[src/rtl/cmta_pkg.sv]
package cmta_pkg;

    localparam int COMPONENT_BITS = 16;
    localparam int FRACTION_BITS  = 16;
    localparam int MAX_FACE_SIZE  = 4096;

    localparam int SIZE_BITS      = 13;
    localparam int INDEX_BITS     = 12;
    localparam int FACE_BITS      = 3;
    localparam int NUM_BITS       = COMPONENT_BITS + 1;
    localparam int REM_BITS       = COMPONENT_BITS + 1;
    localparam int SCALE_BITS     = $clog2(MAX_FACE_SIZE + 1);
    localparam int CFG_INDEX_BITS = 4;
    localparam int CFG_DATA_BITS  = SIZE_BITS;
    localparam int SIZE_RESET     = 512;

    localparam logic [FACE_BITS-1:0] FACE_POS_X = FACE_BITS'(0);
    localparam logic [FACE_BITS-1:0] FACE_NEG_X = FACE_BITS'(1);
    localparam logic [FACE_BITS-1:0] FACE_POS_Y = FACE_BITS'(2);
    localparam logic [FACE_BITS-1:0] FACE_NEG_Y = FACE_BITS'(3);
    localparam logic [FACE_BITS-1:0] FACE_POS_Z = FACE_BITS'(4);
    localparam logic [FACE_BITS-1:0] FACE_NEG_Z = FACE_BITS'(5);

    localparam logic [CFG_INDEX_BITS-1:0] REG_FACE_WIDTH  = CFG_INDEX_BITS'(0);
    localparam logic [CFG_INDEX_BITS-1:0] REG_FACE_HEIGHT = CFG_INDEX_BITS'(1);

    typedef struct packed {
        logic                      zero;
        logic [FACE_BITS-1:0]      face;
        logic [COMPONENT_BITS-1:0] mag;
        logic [NUM_BITS-1:0]       num_u;
        logic [NUM_BITS-1:0]       num_v;
    } t_sel_word;

    typedef struct packed {
        logic                     zero;
        logic [FACE_BITS-1:0]     face;
        logic [REM_BITS-1:0]      divisor;
        logic [REM_BITS-1:0]      rem_u;
        logic [REM_BITS-1:0]      rem_v;
        logic [FRACTION_BITS-1:0] quo_u;
        logic [FRACTION_BITS-1:0] quo_v;
    } t_cell_word;

    function automatic logic [SCALE_BITS-1:0] clamp_size(input logic [SIZE_BITS-1:0] s);
        if (32'(s) > MAX_FACE_SIZE) begin
            return SCALE_BITS'(MAX_FACE_SIZE);
        end
        return SCALE_BITS'(s);
    endfunction

endpackage

[src/rtl/cmta_front.sv]
module cmta_front (
    input  logic                                  i_clk,
    input  logic                                  i_rst_n,
    input  logic                                  i_valid,
    input  logic [cmta_pkg::COMPONENT_BITS-1:0]   i_dir_x,
    input  logic [cmta_pkg::COMPONENT_BITS-1:0]   i_dir_y,
    input  logic [cmta_pkg::COMPONENT_BITS-1:0]   i_dir_z,
    output logic                                  o_ready,
    output logic                                  o_valid,
    output cmta_pkg::t_cell_word                  o_word,
    input  logic                                  i_ready
);

    localparam int C = cmta_pkg::COMPONENT_BITS;
    localparam int N = cmta_pkg::NUM_BITS;

    logic [C-1:0] ax, ay, az;
    logic [N-1:0] ex, ey, ez, nx, nz;
    logic         sel_x, sel_y, z_pos;
    cmta_pkg::t_sel_word n_sel;
    cmta_pkg::t_sel_word r_sel;
    logic         r_sel_valid;
    logic         sel_ready;

    cmta_pkg::t_cell_word n_cell;
    cmta_pkg::t_cell_word r_cell;
    logic         r_cell_valid;

    logic [N:0]   t_u_full, t_v_full;
    logic [cmta_pkg::REM_BITS-1:0] t_u, t_v, div;

    always_comb begin
        ax = i_dir_x[C-1] ? (~i_dir_x + 1'b1) : i_dir_x;
        ay = i_dir_y[C-1] ? (~i_dir_y + 1'b1) : i_dir_y;
        az = i_dir_z[C-1] ? (~i_dir_z + 1'b1) : i_dir_z;
        ex = {i_dir_x[C-1], i_dir_x};
        ey = {i_dir_y[C-1], i_dir_y};
        ez = {i_dir_z[C-1], i_dir_z};
        nx = ~ex + 1'b1;
        nz = ~ez + 1'b1;
        sel_x = (ax > ay) && (ax > az);
        sel_y = !sel_x && (ay > az);
        z_pos = !i_dir_z[C-1] && (|i_dir_z);

        n_sel.zero = (i_dir_x == '0) && (i_dir_y == '0) && (i_dir_z == '0);
        if (sel_x) begin
            n_sel.mag = ax;
            if (!i_dir_x[C-1]) begin
                n_sel.face  = cmta_pkg::FACE_POS_X;
                n_sel.num_u = ez;
                n_sel.num_v = ey;
            end else begin
                n_sel.face  = cmta_pkg::FACE_NEG_X;
                n_sel.num_u = nz;
                n_sel.num_v = ey;
            end
        end else if (sel_y) begin
            n_sel.mag = ay;
            if (!i_dir_y[C-1]) begin
                n_sel.face  = cmta_pkg::FACE_POS_Y;
                n_sel.num_u = ex;
                n_sel.num_v = ez;
            end else begin
                n_sel.face  = cmta_pkg::FACE_NEG_Y;
                n_sel.num_u = ex;
                n_sel.num_v = nz;
            end
        end else begin
            n_sel.mag = az;
            if (z_pos) begin
                n_sel.face  = cmta_pkg::FACE_POS_Z;
                n_sel.num_u = nx;
                n_sel.num_v = ey;
            end else begin
                n_sel.face  = cmta_pkg::FACE_NEG_Z;
                n_sel.num_u = ex;
                n_sel.num_v = ey;
            end
        end
    end

    // t = n + m lies in [0, 2m]; t == 2m is the wrapped 1.0 and restarts at 0
    always_comb begin
        t_u_full = {r_sel.num_u[N-1], r_sel.num_u} + {2'b00, r_sel.mag};
        t_v_full = {r_sel.num_v[N-1], r_sel.num_v} + {2'b00, r_sel.mag};
        t_u      = t_u_full[cmta_pkg::REM_BITS-1:0];
        t_v      = t_v_full[cmta_pkg::REM_BITS-1:0];
        div      = {r_sel.mag, 1'b0};

        n_cell.zero    = r_sel.zero;
        n_cell.face    = r_sel.face;
        n_cell.divisor = div;
        n_cell.rem_u   = (t_u == div) ? '0 : t_u;
        n_cell.rem_v   = (t_v == div) ? '0 : t_v;
        n_cell.quo_u   = '0;
        n_cell.quo_v   = '0;
    end

    assign o_ready   = !r_sel_valid || sel_ready;
    assign sel_ready = !r_cell_valid || i_ready;

    always_ff @(posedge i_clk) begin
        if (!i_rst_n) begin
            r_sel_valid  <= 1'b0;
            r_cell_valid <= 1'b0;
        end else begin
            if (o_ready) begin
                r_sel_valid <= i_valid;
            end
            if (sel_ready) begin
                r_cell_valid <= r_sel_valid;
            end
        end
    end

    always_ff @(posedge i_clk) begin
        if (o_ready) begin
            r_sel <= n_sel;
        end
        if (sel_ready) begin
            r_cell <= n_cell;
        end
    end

    assign o_valid = r_cell_valid;
    assign o_word  = r_cell;

endmodule

[src/rtl/cmta_div_cell.sv]
module cmta_div_cell (
    input  logic                 i_clk,
    input  logic                 i_rst_n,
    input  logic                 i_valid,
    input  cmta_pkg::t_cell_word i_word,
    output logic                 o_ready,
    output logic                 o_valid,
    output cmta_pkg::t_cell_word o_word,
    input  logic                 i_ready
);

    localparam int R = cmta_pkg::REM_BITS;
    localparam int F = cmta_pkg::FRACTION_BITS;

    logic [R:0]   d_ext, u2, v2, u_diff, v_diff;
    logic         u_ge, v_ge;
    cmta_pkg::t_cell_word n_word;
    cmta_pkg::t_cell_word r_word;
    logic         r_valid;

    // one restoring quotient bit per cell for both coordinates
    always_comb begin
        d_ext  = {1'b0, i_word.divisor};
        u2     = {i_word.rem_u, 1'b0};
        v2     = {i_word.rem_v, 1'b0};
        u_diff = u2 - d_ext;
        v_diff = v2 - d_ext;
        u_ge   = u2 >= d_ext;
        v_ge   = v2 >= d_ext;

        n_word       = i_word;
        n_word.rem_u = u_ge ? u_diff[R-1:0] : u2[R-1:0];
        n_word.rem_v = v_ge ? v_diff[R-1:0] : v2[R-1:0];
        n_word.quo_u = {i_word.quo_u[F-2:0], u_ge};
        n_word.quo_v = {i_word.quo_v[F-2:0], v_ge};
    end

    assign o_ready = !r_valid || i_ready;

    always_ff @(posedge i_clk) begin
        if (!i_rst_n) begin
            r_valid <= 1'b0;
        end else if (o_ready) begin
            r_valid <= i_valid;
        end
    end

    always_ff @(posedge i_clk) begin
        if (o_ready) begin
            r_word <= n_word;
        end
    end

    assign o_valid = r_valid;
    assign o_word  = r_word;

endmodule

[src/rtl/cmta_scale.sv]
module cmta_scale (
    input  logic                                i_clk,
    input  logic                                i_rst_n,
    input  logic                                i_valid,
    input  cmta_pkg::t_cell_word                i_word,
    input  logic [cmta_pkg::SIZE_BITS-1:0]      i_face_width,
    input  logic [cmta_pkg::SIZE_BITS-1:0]      i_face_height,
    output logic                                o_ready,
    output logic                                o_valid,
    output logic [cmta_pkg::FACE_BITS-1:0]      o_face,
    output logic [cmta_pkg::INDEX_BITS-1:0]     o_texel_col,
    output logic [cmta_pkg::INDEX_BITS-1:0]     o_texel_row,
    output logic                                o_zero_direction,
    input  logic                                i_stall
);

    localparam int F = cmta_pkg::FRACTION_BITS;
    localparam int S = cmta_pkg::SCALE_BITS;
    localparam int I = cmta_pkg::INDEX_BITS;

    logic [S-1:0]   s_w, s_h;
    logic [F+S-1:0] prod_u, prod_v;
    logic           r_valid;
    logic [cmta_pkg::FACE_BITS-1:0] r_face;
    logic [I-1:0]   r_col, r_row;
    logic           r_zero;

    always_comb begin
        s_w    = cmta_pkg::clamp_size(i_face_width);
        s_h    = cmta_pkg::clamp_size(i_face_height);
        prod_u = {{S{1'b0}}, i_word.quo_u} * {{F{1'b0}}, s_w};
        prod_v = {{S{1'b0}}, i_word.quo_v} * {{F{1'b0}}, s_h};
    end

    assign o_ready = !r_valid || !i_stall;

    always_ff @(posedge i_clk) begin
        if (!i_rst_n) begin
            r_valid <= 1'b0;
        end else if (o_ready) begin
            r_valid <= i_valid;
        end
    end

    always_ff @(posedge i_clk) begin
        if (o_ready) begin
            r_face <= i_word.zero ? cmta_pkg::FACE_NEG_Z : i_word.face;
            r_col  <= i_word.zero ? '0 : prod_u[F +: I];
            r_row  <= i_word.zero ? '0 : prod_v[F +: I];
            r_zero <= i_word.zero;
        end
    end

    assign o_valid          = r_valid;
    assign o_face           = r_face;
    assign o_texel_col      = r_col;
    assign o_texel_row      = r_row;
    assign o_zero_direction = r_zero;

endmodule

[src/rtl/cubemap_texel_address_unit.sv]
// Cube map face selection and texel addressing. One direction word is taken
// per clock and one result word leaves per clock when not stalled. It has
// two front stages (face select, then offset), a chain of 16 divider cells
// producing one fraction bit of u and v each, and one scaling stage with
// the output register. Any empty stage lets a new word in while the output
// is stalled. Face width and height must be written through the config
// port only while no word is in flight; the block does not enforce this.
module cubemap_texel_address_unit (
    input  logic                                  i_clk,
    input  logic                                  i_rst_n,
    input  logic                                  i_cfg_we,
    input  logic [cmta_pkg::CFG_INDEX_BITS-1:0]   i_cfg_index,
    input  logic [cmta_pkg::CFG_DATA_BITS-1:0]    i_cfg_data,
    input  logic                                  i_valid,
    output logic                                  o_stall,
    input  logic [cmta_pkg::COMPONENT_BITS-1:0]   i_dir_x,
    input  logic [cmta_pkg::COMPONENT_BITS-1:0]   i_dir_y,
    input  logic [cmta_pkg::COMPONENT_BITS-1:0]   i_dir_z,
    output logic                                  o_valid,
    input  logic                                  i_stall,
    output logic [cmta_pkg::FACE_BITS-1:0]        o_face,
    output logic [cmta_pkg::INDEX_BITS-1:0]       o_texel_col,
    output logic [cmta_pkg::INDEX_BITS-1:0]       o_texel_row,
    output logic                                  o_zero_direction
);

    localparam int F = cmta_pkg::FRACTION_BITS;

    logic [cmta_pkg::SIZE_BITS-1:0] r_face_width, r_face_height;

    cmta_pkg::t_cell_word w_word  [0:F];
    logic                 w_valid [0:F];
    logic                 w_ready [0:F];
    logic                 front_ready;

    always_ff @(posedge i_clk) begin
        if (!i_rst_n) begin
            r_face_width  <= cmta_pkg::SIZE_BITS'(cmta_pkg::SIZE_RESET);
            r_face_height <= cmta_pkg::SIZE_BITS'(cmta_pkg::SIZE_RESET);
        end else if (i_cfg_we) begin
            case (i_cfg_index)
                cmta_pkg::REG_FACE_WIDTH: begin
                    r_face_width <= i_cfg_data;
                end
                cmta_pkg::REG_FACE_HEIGHT: begin
                    r_face_height <= i_cfg_data;
                end
                default: begin
                end
            endcase
        end
    end

    cmta_front u_front (
        .i_clk   (i_clk),
        .i_rst_n (i_rst_n),
        .i_valid (i_valid),
        .i_dir_x (i_dir_x),
        .i_dir_y (i_dir_y),
        .i_dir_z (i_dir_z),
        .o_ready (front_ready),
        .o_valid (w_valid[0]),
        .o_word  (w_word[0]),
        .i_ready (w_ready[0])
    );

    for (genvar k = 0; k < F; k++) begin : g_cell
        cmta_div_cell u_cell (
            .i_clk   (i_clk),
            .i_rst_n (i_rst_n),
            .i_valid (w_valid[k]),
            .i_word  (w_word[k]),
            .o_ready (w_ready[k]),
            .o_valid (w_valid[k+1]),
            .o_word  (w_word[k+1]),
            .i_ready (w_ready[k+1])
        );
    end

    cmta_scale u_scale (
        .i_clk            (i_clk),
        .i_rst_n          (i_rst_n),
        .i_valid          (w_valid[F]),
        .i_word           (w_word[F]),
        .i_face_width     (r_face_width),
        .i_face_height    (r_face_height),
        .o_ready          (w_ready[F]),
        .o_valid          (o_valid),
        .o_face           (o_face),
        .o_texel_col      (o_texel_col),
        .o_texel_row      (o_texel_row),
        .o_zero_direction (o_zero_direction),
        .i_stall          (i_stall)
    );

    assign o_stall = !front_ready;

    a_empty_out_never_stalls: assert property (@(posedge i_clk) disable iff (!i_rst_n)
        !o_valid |-> !o_stall)
        else $error("input stalled with empty output register");

    a_zero_face: assert property (@(posedge i_clk) disable iff (!i_rst_n)
        (o_valid && o_zero_direction) |-> (o_face == cmta_pkg::FACE_NEG_Z))
        else $error("zero direction not on negative z face");

    a_zero_coords: assert property (@(posedge i_clk) disable iff (!i_rst_n)
        (o_valid && o_zero_direction) |-> (o_texel_col == '0 && o_texel_row == '0))
        else $error("zero direction with non-zero texel address");

    a_face_range: assert property (@(posedge i_clk) disable iff (!i_rst_n)
        o_valid |-> (o_face <= cmta_pkg::FACE_NEG_Z))
        else $error("face index out of range");

endmodule

[config.mk]
export PLATFORM = sky130hd
export DESIGN_NAME = cubemap_texel_address_unit
export DESIGN_NICKNAME = d
export VERILOG_FILES = /design/src/rtl/cmta_pkg.sv /design/src/rtl/cmta_front.sv /design/src/rtl/cmta_div_cell.sv /design/src/rtl/cmta_scale.sv /design/src/rtl/cubemap_texel_address_unit.sv
export SDC_FILE = /design/constraint.sdc
export NUM_CORES = 2
export LEC_CHECK = 0
export BUFFER_PORTS_ARGS = -buffer_cell sky130_fd_sc_hd__buf_4
export CORE_MARGIN = 4
export CORE_UTILIZATION = 40
export DETAILED_ROUTE_END_ITERATION = 8
export SLEW_MARGIN = 20
export SYNTH_ARGS = -nofsm -noshare
export SYNTH_HDL_FRONTEND = slang
export SYNTH_SLANG_ARGS = --single-unit
[constraint.sdc]
create_clock -name i_clk -period 20.9 [get_ports i_clk]
set_clock_uncertainty 0.05 [all_clocks]
set_input_delay 4.18 -clock i_clk [delete_from_list [all_inputs] [get_ports i_clk]]
set_output_delay 4.18 -clock i_clk [all_outputs]
set_load 0.05 [all_outputs]
# Word-level counts from Yosys, hierarchy flattened
# Index checks and enable logic that the tools add are counted.
[totals] regBits=1267 inputBits=70
[classes] add_sub_neg=37 multipliers=2 magnitude_cmp=37 eq_ne=3 n_mux=47 bitwise=5 n_reduce_logical=54
[ops] operator="greater-or-equal comparator 18 x 17 -> 1 bit" count=32
[ops] operator="two-way mux 17 bit" count=31
[ops] operator="subtractor 17 bit" count=30
[ops] operator="two-way mux 53 bit" count=2
[ops] operator="two-way mux 34 bit" count=2
[ops] operator="multiplier 16 x 13 -> 28 bit" count=2
[ops] operator="two-way mux 13 bit" count=4
[ops] operator="adder 16 x 1 -> 16 bit (second input constant)" count=3
[ops] operator="> comparator 16 bit" count=3
[ops] operator="logical NOT 16 bit" count=3
[ops] operator="two-way mux 16 bit" count=3
[ops] operator="inverter 16 bit" count=3
[ops] operator="adder 17 x 1 -> 17 bit (second input constant)" count=2
[ops] operator="adder 17 bit" count=2
[ops] operator="== test 17 bit" count=2
[ops] operator="inverter 17 bit" count=2
[ops] operator="> comparator 13 bit (second input constant)" count=2
[ops] operator="logical NOT 1 bit" count=23
[ops] operator="logical OR 1 bit" count=19
[ops] operator="OR reduction 16 bit" count=1
[ops] operator="logical AND 1 bit" count=5
[ops] operator="two-way mux 1 bit" count=5
[ops] operator="== test 4 x 1 -> 1 bit (second input constant)" count=1
[ops] operator="logical NOT 4 bit" count=1
[ops] operator="AND reduction 2 bit" count=2

# Depth between registers and ports, before layout
[logic_depth] depth_word=21 depth_mapped=25

# Cells and area by module
# A second synthesis with hierarchy kept.
[unflattened] cells_unflattened=9058 area_unflattened_um2=104099.8
[by_module_without_submodules] mod="cmta_div_cell" instances=16 cells_each=396 area_each_um2=4957.3 seq_area_each_um2=2632.5
[by_module_without_submodules] mod="cmta_scale" instances=1 cells_each=1575 area_each_um2=13899.6 seq_area_each_um2=860.8
[by_module_without_submodules] mod="cmta_front" instances=1 cells_each=1042 area_each_um2=9850.7 seq_area_each_um2=3283.1
[by_module_without_submodules] mod="cubemap_texel_address_unit" instances=1 cells_each=105 area_each_um2=1033.5 seq_area_each_um2=520.5

# Least setup slack after synthesis
# Ideal clock, no wire load.
[synth_timing] path_type="input port to output port" startpoint="in i_stall" endpoint="out o_stall" t_arrival_ns=9.746 required_time_ns=16.670 path_slack_ns=6.924 cell_stages=10 path_buffers=0 path_cell_list="and3_1 inv_1 nor2_1 and2_1 inv_1 nor3_1 and2_1 and3_1 nand3_1 inv_1"
[synth_via] elab_chain_len=21
[synth_rtl] item="start, declared" line_no="cubemap_texel_address_unit.sv:20" rtl="input logic i_stall,"
[synth_rtl] item="logical NOT 1 bit" line_no="cmta_scale.sv:35" rtl="assign o_ready = !r_valid || !i_stall;"
[synth_rtl] item="logical OR 1 bit" line_no="cmta_scale.sv:35"
[synth_rtl] item="logical OR 1 bit" line_no="cmta_div_cell.sv:38" rtl="assign o_ready = !r_valid || i_ready;"
[synth_rtl] item="via g_cell[14].u_cell.i_ready" line_no="cmta_div_cell.sv:9" rtl="input logic i_ready"
[synth_rtl] item="logical OR 1 bit (4 in series)" line_no="cmta_div_cell.sv:38"
[synth_rtl] item="via g_cell[10].u_cell.i_ready" line_no="cmta_div_cell.sv:9"
[synth_rtl] item="logical OR 1 bit (11 in series)" line_no="cmta_div_cell.sv:38"
[synth_rtl] item="logical OR 1 bit" line_no="cmta_front.sv:100" rtl="assign sel_ready = !r_cell_valid || i_ready;"
[synth_rtl] item="logical OR 1 bit" line_no="cmta_front.sv:99" rtl="assign o_ready = !r_sel_valid || sel_ready;"
[synth_rtl] item="logical NOT 1 bit" line_no="cubemap_texel_address_unit.sv:96" rtl="assign o_stall = !front_ready;"
[synth_rtl] item="end, declared" line_no="cubemap_texel_address_unit.sv:15" rtl="output logic o_stall,"
# The timed path passes the listed nets, and every way through them passes these cells.

# Worst setup path in the final report
# Same ends and word-level chain as after synthesis.

==> impl_metrics.toml <==
[run_status]
status = "completed"

[cts]
h-tree-depth = 4
post_cts_resize_count = 0
cts_tree = "built"
inserted_clock_buffers = 135
cts_setup_buffers = 0
root_buffer = "clkbuf_16"
cts.sinks = 1237
cts.clk_slew.worst_paths_ns = 0.06
clk_path_buf_depth = 3
worstSkewPairLatency_ns = 0.78
cts_hold_buffers = 0

[sta]
period_share_pct = 58.6
tightestPinTransition_ns = 1.11
report.final.hold_viol_count = 0
grt_setup_unrepaired = "false"
whs_ns = 0.352
fin_tns_setup_ns = 0
worst_slew_margin_rel_pct = 26.1
final-setup-viol-count = 0
achievable-frequency_ghz = 0.0817
layout_min_cycle_time_ns = 12.24
drv_slew = 0

[critical_path]
rr_startpoint = "r_face_width[12]$_SDFFE_PN0P_"
endpoint = "o_stall"
critical_path.endpoint_type = "primary output"
setup.worst_path.start = "i_stall"
worst_r2r_endpoint = "u_scale.o_texel_col[11]$_SDFFCE_PP0P_"
worst-endpoint-arrival_ns = 8.01
timing_worst_setup_path_type = "input port to primary output"
crit_required_ns = 16.67
reg2reg_slack_ns = 13.53
r2r_cells = 22
timing.critical_path.from_type = "input port"
worstPathMaxFanout = 42

[floorplan]
placementRows = 166
die-area_mm2 = 0.214
initial_utilization_pct = 40.3
standard_cell_core_area_mm2 = 0.205
fp.dieH_um = 463
die-width_um = 463
io_pins = 100

[synth]
yosysUniqueCellTypes = 82
synth_enable_flop_cells = 1192
synth.yosys.warnings = 0
synth_seq_cells = 1237
post_synth_net_total = 8672
cell_count_after_synthesis = 7536
synth_seq_area_share_pct = 44.4
synth_ff_type = "edfxtp_1"
syn-mean-instance-area_um2 = 11.0
synth_area_mm2 = 0.0827
ys_async_sr_fraction_pct = 0

[cells_and_area]
final_nets = 8766
multi_input_area_mm2 = 0.0422
final_cells = 10400
area_growth_pct = 10.1
layout-drive-gt1-share_pct = 8.46
n_fill_cell = 19000
final_design_area_no_fill_mm2 = 0.0910
most_frequent_cells_in_the_layout = "edfxtp_1, inv_1, ha_1"
regArea_mm2 = 0.0367
mostFrequentLayoutCell = "edfxtp_1"

[placement]
port-buffer-count = 99
dp_hpwl_mm = 156
place_congestion = 0.912
placed_cell_area_mm2 = 0.0866
dpl.cell_count = 10200

[global_routing]
pin_count_of_the_biggest_net_entering_global_routing = 79
grt_pass1_wl_mm = 312
antenna_violations_before_repair = 4
gr-usage-all-layers_pct = 18.4
grt_overflow = 0
vias_in_the_first_global_route = 55500

[pwr]
design_power_total_uw = 16300
leakagePower_uw = 0.0382
power_switching_share_pct = 41.1
pwr_cell_area_mw_per_mm2 = 179
seq_power_share_pct = 31.8
comb_power_share_pct = 53.6
p_int_uw = 9580
power_frac_clock_pct = 14.6
vdd.ir_drop.worst_uv = 103
netSwitchingPower_uw = 6680

[hold_path]
min-delay-path-class = "register to register"

[route]
drt_iter0_markers = 3511
detail_route.drc_violations = 0
via_per_inst = 5.29
wl_per_cell_um = 19.2
routed_wl_mm = 200
vias = 55200
dr.pass1.iters = 5
antenna_violating_nets_post_route = 0

[job]
drv_cap = 0
-- final cells by class --
class	count	share of cell area (%)
multi-input combinational	5256	46.4
sequential	1237	40.3
clock buffer	163	3.86
tap	2688	3.70
inverter	851	3.52
timing repair buffer	149	1.23
clock inverter	77	0.973
antenna	2	0.00550
-- cells by family after synthesis --
family / synth area share [%]
xor gates and xnor gates: 5.64
adders and majority gates: 19.2
buffers and inverters: 4.75
muxes: 3.65
AOI/OAI and AO/OA: 10.7
DFF: 44.4
and+or+nand+nor: 11.7
-- metal layers --
metal,GRT usage (%),routed length [µm],vias up
met3,2.59,7760,338
met1,23.8,88300,27100
met2,31.4,96800,1068
met4,6.66,7360,2
li1,-,-,26700
met5,0,13,-
-- stage by stage --
step	utilization [%]	worst slack (ns)
floorplan	-	6.92
global placement	42.2	8.75
detailed placement	42.2	8.66
CTS	44.4	8.64
global route	44.4	8.31
finish	44.4	8.66
-- worst max-delay path: stages --
cell and delay [ns]:
buf_4 0.09, and3_1 0.35, clkinv_1 0.14, nor2_1 0.34, and2_1 0.35, clkinv_2 0.29
nor3_1 0.52, and2_1 0.31, and3_1 0.36, nand3_2 0.10, buf_4 0.33, buf_4 0.30
inv_1 0.09, buf_4 0.20
-- power groups by stage --
stage                     Combinational, µW  Sequential [µW]  Clock, µW
final                                  8710             5180       2380
after global routing                   9660             5280       2560
after CTS                              8670             5180       2450
after detailed placement               8590             5220          0
after global placement                 8420             5210          0
after floorplan                        6530             4790          0
-- how the worst min path moves through the flow --
stage | start | to | cells after the start
floorplan | u_front.o_word[83]$_DFFE_PP_ | g_cell[0].u_cell.o_word[83]$_DFFE_PP_ | 0
global route | g_cell[14].u_cell.o_word[24]$_DFFE_PP_ | g_cell[15].u_cell.o_word[25]$_DFFE_PP_ | 0
CTS | g_cell[14].u_cell.o_word[29]$_DFFE_PP_ | g_cell[15].u_cell.o_word[30]$_DFFE_PP_ | 0
finish | g_cell[14].u_cell.o_word[29]$_DFFE_PP_ | g_cell[15].u_cell.o_word[30]$_DFFE_PP_ | 0
detailed placement | g_cell[9].u_cell.o_word[6]$_DFFE_PP_ | g_cell[10].u_cell.o_word[7]$_DFFE_PP_ | 0
global placement | g_cell[10].u_cell.o_word[84]$_DFFE_PP_ | g_cell[11].u_cell.o_word[84]$_DFFE_PP_ | 0
-- registers in the layout, indices dropped and copies added (netlist names), 13 cells and up --
| register | count |
|---|---|
| g_cell.u_cell.o_valid | 16 |
| u_front.div | 16 |
| u_front.r_sel | 34 |
| r_face_width | 13 |
| u_front.o_word | 54 |
| g_cell.u_cell.o_word | 1056 |
| r_face_height | 13 |
-- synthesized netlist by cell type (182+ instances only) --
cell,instances,area share (%)
mux2_2,217,3.0
ha_1,730,11
nand2_1,561,2.5
nor2_1,441,2.0
a21oi_1,502,3.0
fa_1,336,8.1
edfxtp_1,1192,43
xor2_1,182,1.9
and2_1,240,1.8
o21ai_0,347,2.1
inv_1,850,3.9
xnor2_1,328,3.5
Power figures use the tool's default switching activity.
